File: src/hdl/tcef_pkg.sv
package tcef_pkg;

	localparam int TIME_W = 32;
	localparam int DUR_W  = 16;
	localparam int LVL_W  = 8;
	localparam int Q_W    = 16;
	localparam int MUL_W  = 18;
	localparam int PROD_W = 2 * MUL_W;

	localparam logic [DUR_W-1:0] DURATION_RESET = 16'd1000;

	// 1.0 and 3.0 in Q.16, sized for the multiplier operand.
	localparam logic [MUL_W-1:0] Q_ONE   = 18'h1_0000;
	localparam logic [MUL_W-1:0] K_THREE = 18'h3_0000;

	localparam logic KIND_SET  = 1'b0;
	localparam logic KIND_TICK = 1'b1;

	typedef struct packed {
		logic              kind;
		logic [TIME_W-1:0] now_ms;
		logic [LVL_W-1:0]  target_warm;
		logic [LVL_W-1:0]  target_cool;
	} item_t;

	typedef struct packed {
		logic [LVL_W-1:0] warm_level;
		logic [LVL_W-1:0] cool_level;
		logic             fading;
	} result_t;

	typedef struct packed {
		logic             start;
		logic [Q_W-1:0]   num;
		logic [DUR_W-1:0] den;
	} div_req_t;

	typedef struct packed {
		logic           done;
		logic [Q_W-1:0] quot;
	} div_rsp_t;

endpackage

File: src/hdl/two_channel_eased_fade_top.sv
// Channel   Handshake                Payload                 Direction
// item      item_valid / item_stall  item (tcef_pkg::item_t)  into block
// result    result_valid/result_stall result (result_t)       out of block
// cfg       cfg_valid / cfg_ready    cfg_data (duration, ms)  into block
//
// A set-target transaction or a tick that does not interpolate goes straight to the
// S_DONE state and is loaded into the result register from there; an interpolating tick
// first runs the serial divider, then five shared multiplier passes, then S_LAST.
// item_stall is high from acceptance until the result is loaded, which waits while a
// stalled sink still holds the previous result.
// Asynchronous reset clears all fade state and sets the duration to 1000 ms.
module two_channel_eased_fade_top (
	input  logic                          clk,
	input  logic                          arst_n,
	input  logic                          item_valid,
	output logic                          item_stall,
	input  tcef_pkg::item_t               item,
	output logic                          result_valid,
	input  logic                          result_stall,
	output tcef_pkg::result_t             result,
	input  logic                          cfg_valid,
	output logic                          cfg_ready,
	input  logic [tcef_pkg::DUR_W-1:0]    cfg_data
);

	localparam int LW = tcef_pkg::LVL_W;
	localparam int QW = tcef_pkg::Q_W;

	// Sequencer codes.
	localparam logic [3:0] S_IDLE = 4'd0;
	localparam logic [3:0] S_DIV  = 4'd1;
	localparam logic [3:0] S_T2   = 4'd2;
	localparam logic [3:0] S_S    = 4'd3;
	localparam logic [3:0] S_E    = 4'd4;
	localparam logic [3:0] S_W    = 4'd5;
	localparam logic [3:0] S_C    = 4'd6;
	localparam logic [3:0] S_LAST = 4'd7;
	localparam logic [3:0] S_DONE = 4'd8;

	logic [3:0]                        state_q;
	logic [tcef_pkg::DUR_W-1:0]        dur_q;
	logic [LW-1:0]                     from_warm_q, from_cool_q;
	logic [LW-1:0]                     goal_warm_q, goal_cool_q;
	logic [LW-1:0]                     level_warm_q, level_cool_q;
	logic                              dimming_q, running_q;
	logic [tcef_pkg::TIME_W-1:0]       begin_stamp_q;
	logic [QW-1:0]                     e_q;
	tcef_pkg::result_t                 result_q;
	logic                              result_valid_q;

	logic                              accept;
	logic                              slot_free;
	logic [tcef_pkg::TIME_W-1:0]       elapsed;
	logic                              fade_over;
	logic [LW:0]                       cur_sum, new_sum;
	logic [LW-1:0]                     mag_warm, mag_cool;
	logic [QW-1:0]                     p_hi;
	logic [tcef_pkg::MUL_W-1:0]        mul_a, mul_b;
	logic [tcef_pkg::PROD_W-1:0]       prod;
	tcef_pkg::div_req_t                div_req;
	tcef_pkg::div_rsp_t                div_rsp;

	// Moves a level from its start toward its goal by mag * e / 2^16, where the
	// product has already been formed and registered by the shared multiplier.
	function automatic logic [LW-1:0] blend(input logic [LW-1:0] from,
			input logic [LW-1:0] goal, input logic [LW-1:0] step);
		logic [LW-1:0] r;
		if (goal >= from) begin
			r = from + step;
		end else begin
			r = from - step;
		end
		return r;
	endfunction

	assign accept     = item_valid && !item_stall;
	assign item_stall = (state_q != S_IDLE);
	assign slot_free  = !result_valid_q || !result_stall;
	assign cfg_ready  = 1'b1;

	// Elapsed time wraps at 32 bits; anything at or past the duration ends it.
	assign elapsed   = item.now_ms - begin_stamp_q;
	assign fade_over = elapsed >= {{(tcef_pkg::TIME_W - tcef_pkg::DUR_W){1'b0}}, dur_q};

	assign cur_sum = {1'b0, level_warm_q} + {1'b0, level_cool_q};
	assign new_sum = {1'b0, item.target_warm} + {1'b0, item.target_cool};

	assign mag_warm = (goal_warm_q >= from_warm_q) ? goal_warm_q - from_warm_q
	                                               : from_warm_q - goal_warm_q;
	assign mag_cool = (goal_cool_q >= from_cool_q) ? goal_cool_q - from_cool_q
	                                               : from_cool_q - goal_cool_q;

	// Upper half of the Q.16 product: the value scaled back down by 2^16.
	assign p_hi = prod[2*QW-1:QW];

	// The divider only runs when elapsed < duration, so elapsed fits in 16 bits
	// and the quotient is the fade position t in Q0.16.
	assign div_req.start = accept && (item.kind == tcef_pkg::KIND_TICK) && running_q
	                       && !fade_over;
	assign div_req.num   = elapsed[QW-1:0];
	assign div_req.den   = dur_q;

	tcef_div u_div (
		.clk    (clk),
		.arst_n (arst_n),
		.req    (div_req),
		.rsp    (div_rsp)
	);

	// Operand selection for the shared multiplier. Each step after t * t reads a product
	// registered by an earlier step; S_C reads it through e_q.
	always_comb begin
		mul_a = '0;
		mul_b = '0;
		case (state_q)
			S_T2: begin
				// t * t
				mul_a = {2'b00, div_rsp.quot};
				mul_b = {2'b00, div_rsp.quot};
			end
			S_S: begin
				// t2 * (3 - 2t)
				mul_a = {2'b00, p_hi};
				mul_b = tcef_pkg::K_THREE - {1'b0, div_rsp.quot, 1'b0};
			end
			S_E: begin
				// Dimming squares the smoothstep; rising multiplies it by one.
				mul_a = {2'b00, p_hi};
				mul_b = dimming_q ? {2'b00, p_hi} : tcef_pkg::Q_ONE;
			end
			S_W: begin
				mul_a = {2'b00, p_hi};
				mul_b = {{(tcef_pkg::MUL_W - LW){1'b0}}, mag_warm};
			end
			S_C: begin
				mul_a = {2'b00, e_q};
				mul_b = {{(tcef_pkg::MUL_W - LW){1'b0}}, mag_cool};
			end
			default: begin
				mul_a = '0;
				mul_b = '0;
			end
		endcase
	end

	tcef_mul u_mul (
		.clk (clk),
		.a   (mul_a),
		.b   (mul_b),
		.p   (prod)
	);

	// Configuration register. The user must write only while the block is idle; the block does not enforce this.
	always_ff @(posedge clk or negedge arst_n) begin
		if (!arst_n) begin
			dur_q <= tcef_pkg::DURATION_RESET;
		end else if (cfg_valid && cfg_ready) begin
			dur_q <= cfg_data;
		end
	end

	// Fade state and sequencer.
	always_ff @(posedge clk or negedge arst_n) begin
		if (!arst_n) begin
			state_q       <= S_IDLE;
			from_warm_q   <= '0;
			from_cool_q   <= '0;
			goal_warm_q   <= '0;
			goal_cool_q   <= '0;
			level_warm_q  <= '0;
			level_cool_q  <= '0;
			dimming_q     <= 1'b0;
			running_q     <= 1'b0;
			begin_stamp_q <= '0;
		end else begin
			case (state_q)
				S_IDLE: begin
					if (accept) begin
						if (item.kind == tcef_pkg::KIND_SET) begin
							// Latch the present levels as the start of a new fade.
							dimming_q     <= new_sum < cur_sum;
							from_warm_q   <= level_warm_q;
							from_cool_q   <= level_cool_q;
							goal_warm_q   <= item.target_warm;
							goal_cool_q   <= item.target_cool;
							begin_stamp_q <= item.now_ms;
							if (dur_q == '0) begin
								level_warm_q <= item.target_warm;
								level_cool_q <= item.target_cool;
								running_q    <= 1'b0;
							end else begin
								running_q <= 1'b1;
							end
							state_q <= S_DONE;
						end else if (!running_q) begin
							state_q <= S_DONE;
						end else if (fade_over) begin
							level_warm_q <= goal_warm_q;
							level_cool_q <= goal_cool_q;
							running_q    <= 1'b0;
							state_q      <= S_DONE;
						end else begin
							state_q <= S_DIV;
						end
					end
				end
				S_DIV: begin
					if (div_rsp.done) begin
						state_q <= S_T2;
					end
				end
				S_T2: state_q <= S_S;
				S_S:  state_q <= S_E;
				S_E:  state_q <= S_W;
				S_W: begin
					state_q <= S_C;
				end
				S_C: begin
					level_warm_q <= blend(from_warm_q, goal_warm_q, prod[QW+LW-1:QW]);
					state_q      <= S_LAST;
				end
				S_LAST: begin
					level_cool_q <= blend(from_cool_q, goal_cool_q, prod[QW+LW-1:QW]);
					state_q      <= S_DONE;
				end
				S_DONE: begin
					if (slot_free) begin
						state_q <= S_IDLE;
					end
				end
				default: state_q <= S_IDLE;
			endcase
		end
	end

	// The eased position is needed for both channels, so it is held here.
	always_ff @(posedge clk) begin
		if (state_q == S_W) begin
			e_q <= p_hi;
		end
	end

	// Output register: holds a finished result until the sink takes it.
	always_ff @(posedge clk or negedge arst_n) begin
		if (!arst_n) begin
			result_valid_q <= 1'b0;
		end else begin
			if (state_q == S_DONE && slot_free) begin
				result_valid_q <= 1'b1;
			end else if (!result_stall) begin
				result_valid_q <= 1'b0;
			end
		end
	end

	always_ff @(posedge clk) begin
		if (state_q == S_DONE && slot_free) begin
			result_q.warm_level <= level_warm_q;
			result_q.cool_level <= level_cool_q;
			result_q.fading     <= running_q;
		end
	end

	assign result_valid = result_valid_q;
	assign result       = result_q;

`ifndef ASSERT_OFF
	// A result only appears after the sequencer has passed through its final step.
	a_result_from_done: assert property (@(posedge clk) disable iff (!arst_n)
		$rose(result_valid_q) |-> $past(state_q == S_DONE))
		else $error("result appeared without a finished transaction");

	// Interpolation only happens while a fade runs.
	a_div_only_running: assert property (@(posedge clk) disable iff (!arst_n)
		(state_q == S_DIV) |-> running_q)
		else $error("divider in use with no fade running");

	// The divider hands over to the multiplier steps as soon as it finishes.
	a_div_to_mul: assert property (@(posedge clk) disable iff (!arst_n)
		(state_q == S_DIV && div_rsp.done) |=> (state_q == S_T2))
		else $error("sequencer missed divider completion");
`endif

endmodule

File: src/hdl/tcef_div.sv
// Restoring divider producing floor(num * 2^16 / den) for num < den, one
// quotient bit per cycle.
module tcef_div (
	input  logic               clk,
	input  logic               arst_n,
	input  tcef_pkg::div_req_t req,
	output tcef_pkg::div_rsp_t rsp
);

	localparam int CNT_W = $clog2(tcef_pkg::Q_W);
	localparam logic [CNT_W-1:0] CNT_LAST = CNT_W'(tcef_pkg::Q_W - 1);

	logic [tcef_pkg::Q_W-1:0]   rem_q;
	logic [tcef_pkg::Q_W-1:0]   quot_q;
	logic [CNT_W-1:0]           cnt_q;
	logic                       busy_q;
	logic                       done_q;
	logic [tcef_pkg::Q_W:0]     rem_sh;
	logic [tcef_pkg::Q_W:0]     rem_sub;
	logic                       ge;

	assign rem_sh  = {rem_q, 1'b0};
	assign ge      = rem_sh >= {1'b0, req.den};
	assign rem_sub = rem_sh - {1'b0, req.den};

	always_ff @(posedge clk or negedge arst_n) begin
		if (!arst_n) begin
			busy_q <= 1'b0;
			done_q <= 1'b0;
			cnt_q  <= '0;
		end else begin
			done_q <= busy_q && (cnt_q == CNT_LAST);
			if (req.start) begin
				busy_q <= 1'b1;
				cnt_q  <= '0;
			end else if (busy_q) begin
				cnt_q <= cnt_q + 1'b1;
				if (cnt_q == CNT_LAST) begin
					busy_q <= 1'b0;
				end
			end
		end
	end

	always_ff @(posedge clk) begin
		if (req.start) begin
			rem_q  <= req.num;
			quot_q <= '0;
		end else if (busy_q) begin
			rem_q  <= ge ? rem_sub[tcef_pkg::Q_W-1:0] : rem_sh[tcef_pkg::Q_W-1:0];
			quot_q <= {quot_q[tcef_pkg::Q_W-2:0], ge};
		end
	end

	assign rsp.done = done_q;
	assign rsp.quot = quot_q;

endmodule

File: src/hdl/tcef_mul.sv
// Shared unsigned multiplier with a registered product.
module tcef_mul (
	input  logic                          clk,
	input  logic [tcef_pkg::MUL_W-1:0]    a,
	input  logic [tcef_pkg::MUL_W-1:0]    b,
	output logic [tcef_pkg::PROD_W-1:0]   p
);

	logic [tcef_pkg::PROD_W-1:0] p_q;

	always_ff @(posedge clk) begin
		p_q <= a * b;
	end

	assign p = p_q;

endmodule
File: config.mk
export PLATFORM = sky130hd
export DESIGN_NAME = two_channel_eased_fade_top
export DESIGN_NICKNAME = d
export VERILOG_FILES = /design/src/hdl/tcef_pkg.sv /design/src/hdl/two_channel_eased_fade_top.sv /design/src/hdl/tcef_div.sv /design/src/hdl/tcef_mul.sv
export SDC_FILE = /design/constraint.sdc
export NUM_CORES = 1
export LEC_CHECK = 0
export ABC_AREA = 1
export BUFFER_PORTS_ARGS = -buffer_cell sky130_fd_sc_hd__buf_2
export CAP_MARGIN = 20
export CORE_MARGIN = 1.5
export CORE_UTILIZATION = 59
export DETAILED_ROUTE_END_ITERATION = 8
export HOLD_SLACK_MARGIN = 0.05
export PLACE_DENSITY = 0.81
export REMOVE_ABC_BUFFERS = 1
export SYNTH_ARGS = -nofsm -noshare
export SYNTH_HDL_FRONTEND = slang
export SYNTH_HIERARCHICAL = 1
export SYNTH_SLANG_ARGS = --single-unit
File: constraint.sdc
create_clock -name clk -period 6.8 [get_ports clk]
set_input_delay 0.34 -clock clk [delete_from_list [all_inputs] [get_ports clk]]
set_output_delay 0.34 -clock clk [all_outputs]
set_load 0.005 [all_outputs]
==> metrics.md, run 1 <==
| Metric | Value |
|---|---|
| Post-DP HPWL | `about 55 mm` |
| Antenna cells | `0` |
| Max Root-Sink Buffers | `2` |
| Clock Skews | `approximately 0.014 ns` |
| Vias in the first global route | `about 24,000` |
| Syn avg cell area | `6.999 um2` |
| Initial Util | `between 50% and 60%` |
| Setup violators final | `7` |
| Core area | `about 0.044 mm2` |
| Dpl cells | `around 4,500` |
| VDD IR max | `slightly above 0.0002 V` |
| Fmax | `between 100 and 150 MHz` |
| Crit path max fanout | `7` |
| Cts bufs inserted | `17` |
| Vias | `roughly 24,000` |
| IO buf count | `approximately 90` |
| DRT Wirelength | `~71 mm` |
| RD Place Congestion | `around 0.98` |
| Area of the multi-input gates | `0.01815 mm2` |
| Hold Path Class | `input pin to flop` |
| Crit path largest cell delay | `roughly 0.55 ns` |
| RSZ-0062 raised after global routing | `yes` |
| Storage element area | `0.004850 mm2` |
| Antenna violations before repair | `1` |
| Non-Filler Instances | `around 4,500` |
| H-Tree Level Count | `4` |
| DRT Pass-1 Iters | `6` |
| Worst slew pin tran | `between 1 and 1.5 ns` |
| Violation count after the first detailed-route iteration | `2,011` |
| GRT overflow | `0` |
| P_leak | `17.37 nW` |
| Final #Nets | `between 4,000 and 5,000` |
| First-pass GRT wire length | `116.8 mm` |
| CTS clk-pin slew, worst paths | `0.08 ns` |
| Worst setup EP type | `flop` |
| Final Hold Viols | `0` |
| Critical Path Source Type | `flop` |
| Pin count of the biggest net entering global routing | `between 60 and 70` |
| Clock Sinks | `190` |
| Tmin final | `6.923 ns` |
| Vias/cell | `5.300` |
| Clock tree from TritonCTS | `built` |
| Arrival time at the worst endpoint | `approximately 7.3 ns` |
| Synth Cell Area | `roughly 0.026 mm2` |
| Synthesized instance count | `around 3,800` |
| Final Max Tran Viols | `0` |
| Die area | `0.04579 mm2` |
| Failing checks | `setup timing` |
| # rows | `77` |
| WL per Instance | `between 15 and 20 um` |
| Gr usage total | `between 30% and 40%` |
| Ratio of cells with drive above 1 in the final layout | `between 10% and 20%` |
| Yosys warnings | `6` |
| Area Overhead vs Synth | `14.17%` |
| Filler Cells Inserted | `3,568` |
| Max Cap Viol | `0` |
| Total Power | `~0.0029 W` |
| Crit-path most repeated cell | `nand2_1` |
| Die outline height | `roughly 210 um` |
| Tcrit/Tclk final | `101.8%` |
| Chip width | `approximately 210 um` |
| Setup slack after layout | `-0.1234 ns` |
| # DRC | `0` |
| Setup TNS | `-0.3551 ns` |
| Slowest CP cell | `fa_1` |
| Cell Pwr Density | `96.03 mW/mm2` |
| Critical path class | `flop to flop` |
| Worst skew pair latency | `approximately 0.47 ns` |
| Final ANT Viol Nets | `0` |
| Ports | `90` |
| Root buffer cell | `clkbuf_16` |
| CP Data Required Time | `between 7 and 8 ns` |
| Slew headroom | `a little under a third` |
| Status | `finished, violations left` |
==> repair_timing <==
action	in CTS	in global routing
buffers inserted	11	19
pin swaps	35	128
endpoints found under the setup margin	16	16
gates cloned	2	1
endpoints found under the hold margin	44	0
gates resized for setup	55	174
hold buffers	1	0
==> per-layer routing <==
metal	vias to the layer above	GRT usage (%)	share of wire, %
met5	-	0	0.018
met4	2	13.55	4.3
met3	238	4.705	7.4
met2	988	52.27	47
met1	11260	41.01	41
li1	11610	-	-
==> worst max-delay path: cells and delay by family, from the launching register on <==
family / cells / cell delay, ns
AND/OR/NAND/NOR: 13 / 1.08
AO/OA/AOI/OAI: 3 / 0.35
XOR/XNOR: 1 / 0.12
adder cells (fa/ha/maj): 9 / 3.81
flip-flops: 1 / 0.39
buffers and inverters: 11 / 1.05
==> cell usage in the layout (no fill, tap or decap), drive strengths merged, types with 3 or more instances in the layout <==
master and n:
a31oi 4, nand3b 21, a21oi 148, o2111ai 3
dfstp 6, edfxtp 49, o21ai 101, o32ai 3
a221oi 4, dfxtp 32, nand4 32, nor3 21
o21bai 6, xnor2 21, clkinv 7, xor2 38
o211ai 28, inv 963, or2 8, o22ai 14
fa 264, nand2 1150, o221ai 6, ha 227
buf 283, and2 7, clkbuf 20, and3 3
conb 3, nand3 152, nor2 200, dfrtp 103
a211oi 5
==> sequential cells by signal, summed over array words and instances, names as in the netlist, 16 cells and up <==
register / cells
u_mul/p: 16
u_div/rem_q: 16
u_div/quot_q: 16
begin_stamp_q: 32
dur_q: 16
e_q: 16
result: 17
==> area by class of cell <==
cell class	count	share of cell area [%]
Clock buffer	20	1.490
Multi-Input combinational cell	2488	60.53
Timing Repair Buffer	284	6.873
Clock inverter	12	0.4215
Sequential cell	190	16.17
Inverter	960	12.04
Tap cell	592	2.470
==> final timing paths <==
| check | startpoint | endpoint | slack [ns] | depth (start not counted) |
|---|---|---|---|---|
| max | goal_cool_q[0]$_DFFE_PN0P_ | u_mul/p[27]$_DFF_P_ | -0.12 | 37 |
| min | cfg_data[0] | dur_q[0]$_DFFE_PN0P_ | 0.07 | 3 |
| max reg2reg | goal_cool_q[0]$_DFFE_PN0P_ | u_mul/p[27]$_DFF_P_ | -0.12 | 37 |
| min reg2reg | u_div/cnt_q[3]$_DFFE_PN0P_ | u_div/cnt_q[3]$_DFFE_PN0P_ | 0.51 | 1 |
| max in group asynchronous | arst_n | goal_warm_q[1]$_DFFE_PN0P_ | 5.08 | 3 |
| min in group asynchronous | arst_n | dur_q[0]$_DFFE_PN0P_ | 0.45 | 2 |
==> report_power, final <==
group / switching (W) / internal (W) / total [W] / leakage, nW
registers: 0.0000165 / 0.00119 / 0.00121 / 1.90
clock network: 0.000515 / 0.000527 / 0.00104 / 0.282
logic: 0.000389 / 0.000239 / 0.000628 / 15.2
total: 0.000920 / 0.00196 / 0.00288 / 17.4
==> metrics by stage <==
| stage | hold slack, ns | area (um2) | setup slack (ns) | util [%] |
|---|---|---|---|---|
| after floorplan | 0.04441 | 25780 | -0.6935 | - |
| after global placement | 0.4275 | 28300 | -0.1153 | 64.27 |
| after detailed placement | 0.4234 | 28300 | -0.2104 | 64.27 |
| after CTS | 0.06264 | 29270 | -0.002049 | 66.48 |
| after global routing | 0.07634 | 29980 | -0.4271 | 68.10 |
| final | 0.07229 | 29980 | -0.1234 | 68.10 |
Power figures use the tool's default switching activity.
==> run 2: changes to the inputs <==
--- a/config.mk
+++ b/config.mk
@@ -11,6 +11,7 @@
 export CORE_MARGIN = 1.5
 export CORE_UTILIZATION = 59
 export DETAILED_ROUTE_END_ITERATION = 8
+export GPL_TIMING_DRIVEN = 1
 export HOLD_SLACK_MARGIN = 0.05
 export PLACE_DENSITY = 0.81
 export REMOVE_ABC_BUFFERS = 1
==> constraint.sdc (replaced) <==
create_clock -name clk -period 6.8 [get_ports clk]
set_input_delay 2.04 -clock clk [delete_from_list [all_inputs] [get_ports clk]]
set_output_delay 2.04 -clock clk [all_outputs]
set_load 0.005 [all_outputs]
==> run 2 against run 1 <==
The flow still finishes with violations (setup timing). Clock-buffer cell count decreased by 1. Power increased by 1.2%. Combinational power increased by 3%. Critical endpoint unchanged. Largest power group unchanged.
==> metrics.md, run 2 (same netlist as run 1, synthesis figures left out) <==
| Metric | Value |
|---|---|
| Area Overhead vs Synth | `15.48%` |
| Area post-placement | `0.02834 mm2` |
| Worst setup EP type | `flop` |
| Clock Skews | `0.008340 ns` |
| Ratio of cells with drive above 1 in the final layout | `16.25%` |
| Failing checks | `setup timing` |
| Ports | `90` |
| Initial Util | `between 50% and 60%` |
| Most common cell after layout, fill and taps aside | `nand2_1` |
| Critical path class | `flop to flop` |
| Max reg flops | `32` |
| Non-Filler Instances | `approximately 4,600` |
| Max Cap Viol | `0` |
| Crit path max fanout | `5` |
| Most flop-heavy register | `begin_stamp_q` |
| Vias/cell | `approximately 5.3` |
| Crit path largest cell delay | `approximately 0.56 ns` |
| Slowest CP cell | `fa_1` |
| Storage element area | `0.004847 mm2` |
| Pin count of the biggest net entering global routing | `87` |
| Tcrit/Tclk final | `103.3%` |
| RD Place Congestion | `between 0.9 and 1` |
| Core area | `0.04403 mm2` |
| Fmax | `around 140 MHz` |
| Clock tree from TritonCTS | `built` |
| Setup slack after layout | `-0.2219 ns` |
| Clock power frac | `a little over a third` |
| P_sw | `just over 0.0009 W` |
| Filler Cells Inserted | `between 3,000 and 4,000` |
| FF-to-FF setup slack | `-0.22 ns` |
| Antenna cells | `0` |
| Slew headroom | `about a third` |
| DRT Wirelength | `slightly above 70 mm` |
| Max Root-Sink Buffers | `2` |
| # rows | `77` |
| Crit-path most repeated cell | `nand2_1` |
| Worst slew pin tran | `about 1 ns` |
| Cell Pwr Density | `just under 100 mW/mm2` |
| Dpl cells | `roughly 4,500` |
| Switching share of power | `31.23%` |
| Clock Sinks | `190` |
| WL per Instance | `~16 um` |
| Final #Nets | `between 4,000 and 5,000` |
| IO buf count | `88` |
| Hold slack | `between 0.5 and 0.6 ns` |
| H-Tree Level Count | `4` |
| Comb pwr share | `about 22%` |
| Setup violators final | `16` |
| Most frequent cells in the layout | `nand2_1 (1,048), inv_1 (905), fa_1 (256), ha_1 (192), buf_4 (187)` |
| RSZ-0062 raised after global routing | `yes` |
| Die area | `around 0.046 mm2` |
| Worst skew pair latency | `0.47 ns` |
| Final ANT Viol Nets | `0` |
| Hold Buf Count CTS | `0` |
| Status | `finished, violations left` |
| Total Power | `0.002914 W` |
| Vias in the first global route | `23,580` |
| Tmin final | `about 7 ns` |
| P_leak | `between 15 and 20 nW` |
| Vias | `24,070` |
| Place WS | `-0.2044 ns` |
| CP Data Required Time | `about 7.2 ns` |
| Cell Int Power | `about 0.002 W` |
| VDD IR max | `roughly 0.00018 V` |
| Root buffer cell | `clkbuf_16` |
| Final Cell Area | `0.03033 mm2` |
| CTS clk-pin slew, worst paths | `about 0.07 ns` |
| GRT overflow | `0` |
| Antenna violations before repair | `1` |
| Critical Path Source Type | `flop` |
| Violation count after the first detailed-route iteration | `around 2,300` |
| DRT Pass-1 Iters | `6` |
| Sequential power share | `41.5%` |
| # DRC | `0` |
| Chip width | `around 210 um` |
| Final Max Tran Viols | `0` |
| Cts bufs inserted | `17` |
| Die outline height | `214.0 um` |
| Area of the multi-input gates | `between 0.015 and 0.02 mm2` |
| Hold Path Class | `flop to flop` |
| Arrival time at the worst endpoint | `between 7 and 8 ns` |
| Post-DP HPWL | `between 50 and 60 mm` |
| Final Hold Viols | `0` |
| First-pass GRT wire length | `roughly 120 mm` |
| Gr usage total | `a little under a third` |
==> run 2: power by group through the flow <==
| stage | clock network [W] | logic, W | registers, W |
|---|---|---|---|
| after floorplan | 0 | 0.000391 | 0.00123 |
| after global placement | 0 | 0.000582 | 0.00123 |
| after detailed placement | 0 | 0.000592 | 0.00123 |
| after CTS | 0.00107 | 0.000608 | 0.00121 |
| after global routing | 0.00111 | 0.000720 | 0.00121 |
| final | 0.00106 | 0.000644 | 0.00121 |
==> run 2: area by class of cell <==
type                       instances  area share [%]
multi-input combinational       2488           60.28
inverter                         960           11.90
clock buffer                      19           1.460
timing repair buffer             305           7.430
clock inverter                    13          0.5033
tap                              592           2.442
sequential                       190           15.98
==> run 2: per-stage QoR <==
step	util, %	setup TNS, ns
after detailed placement	64.36	-1.915
final	68.88	-1.366
after floorplan	-	-9.660
after global routing	68.88	-7.526
after global placement	64.36	-1.223
after CTS	66.81	-0.008617
==> run 2: repair_timing <==
item | CTS | global route
setup endpoints to repair | 16 | 16
resized for setup | 73 | 209
gates cloned | 3 | 2
pin swaps | 46 | 119
buffers inserted | 16 | 28
==> run 2: metal layers <==
layer	track usage, %	wire length (um)
met4	11.32	2774
met3	4.762	4998
met5	0	13
met1	40.99	29870
met2	51.98	33950
==> run 2: final timing paths <==
check | from | end | depth (start not counted)
min in group asynchronous | arst_n | dur_q[0]$_DFFE_PN0P_ | 1
min | begin_stamp_q[0]$_DFFE_PN0P_ | begin_stamp_q[0]$_DFFE_PN0P_ | 2
max in group asynchronous | arst_n | from_warm_q[7]$_DFFE_PN0P_ | 2
max | goal_warm_q[0]$_DFFE_PN0P_ | u_mul/p[27]$_DFF_P_ | 35
min reg2reg | begin_stamp_q[0]$_DFFE_PN0P_ | begin_stamp_q[0]$_DFFE_PN0P_ | 2
max reg2reg | goal_warm_q[0]$_DFFE_PN0P_ | u_mul/p[27]$_DFF_P_ | 35
==> run 2: worst max-delay path, delay by kind of cell, from the launching register on <==
family | cells | cell delay (ns)
compound gates | 2 | 0.45
xor+xnor | 1 | 0.15
fa+ha+maj | 9 | 3.83
buf+inv | 8 | 0.72
flops | 1 | 0.38
simple gates | 15 | 1.37
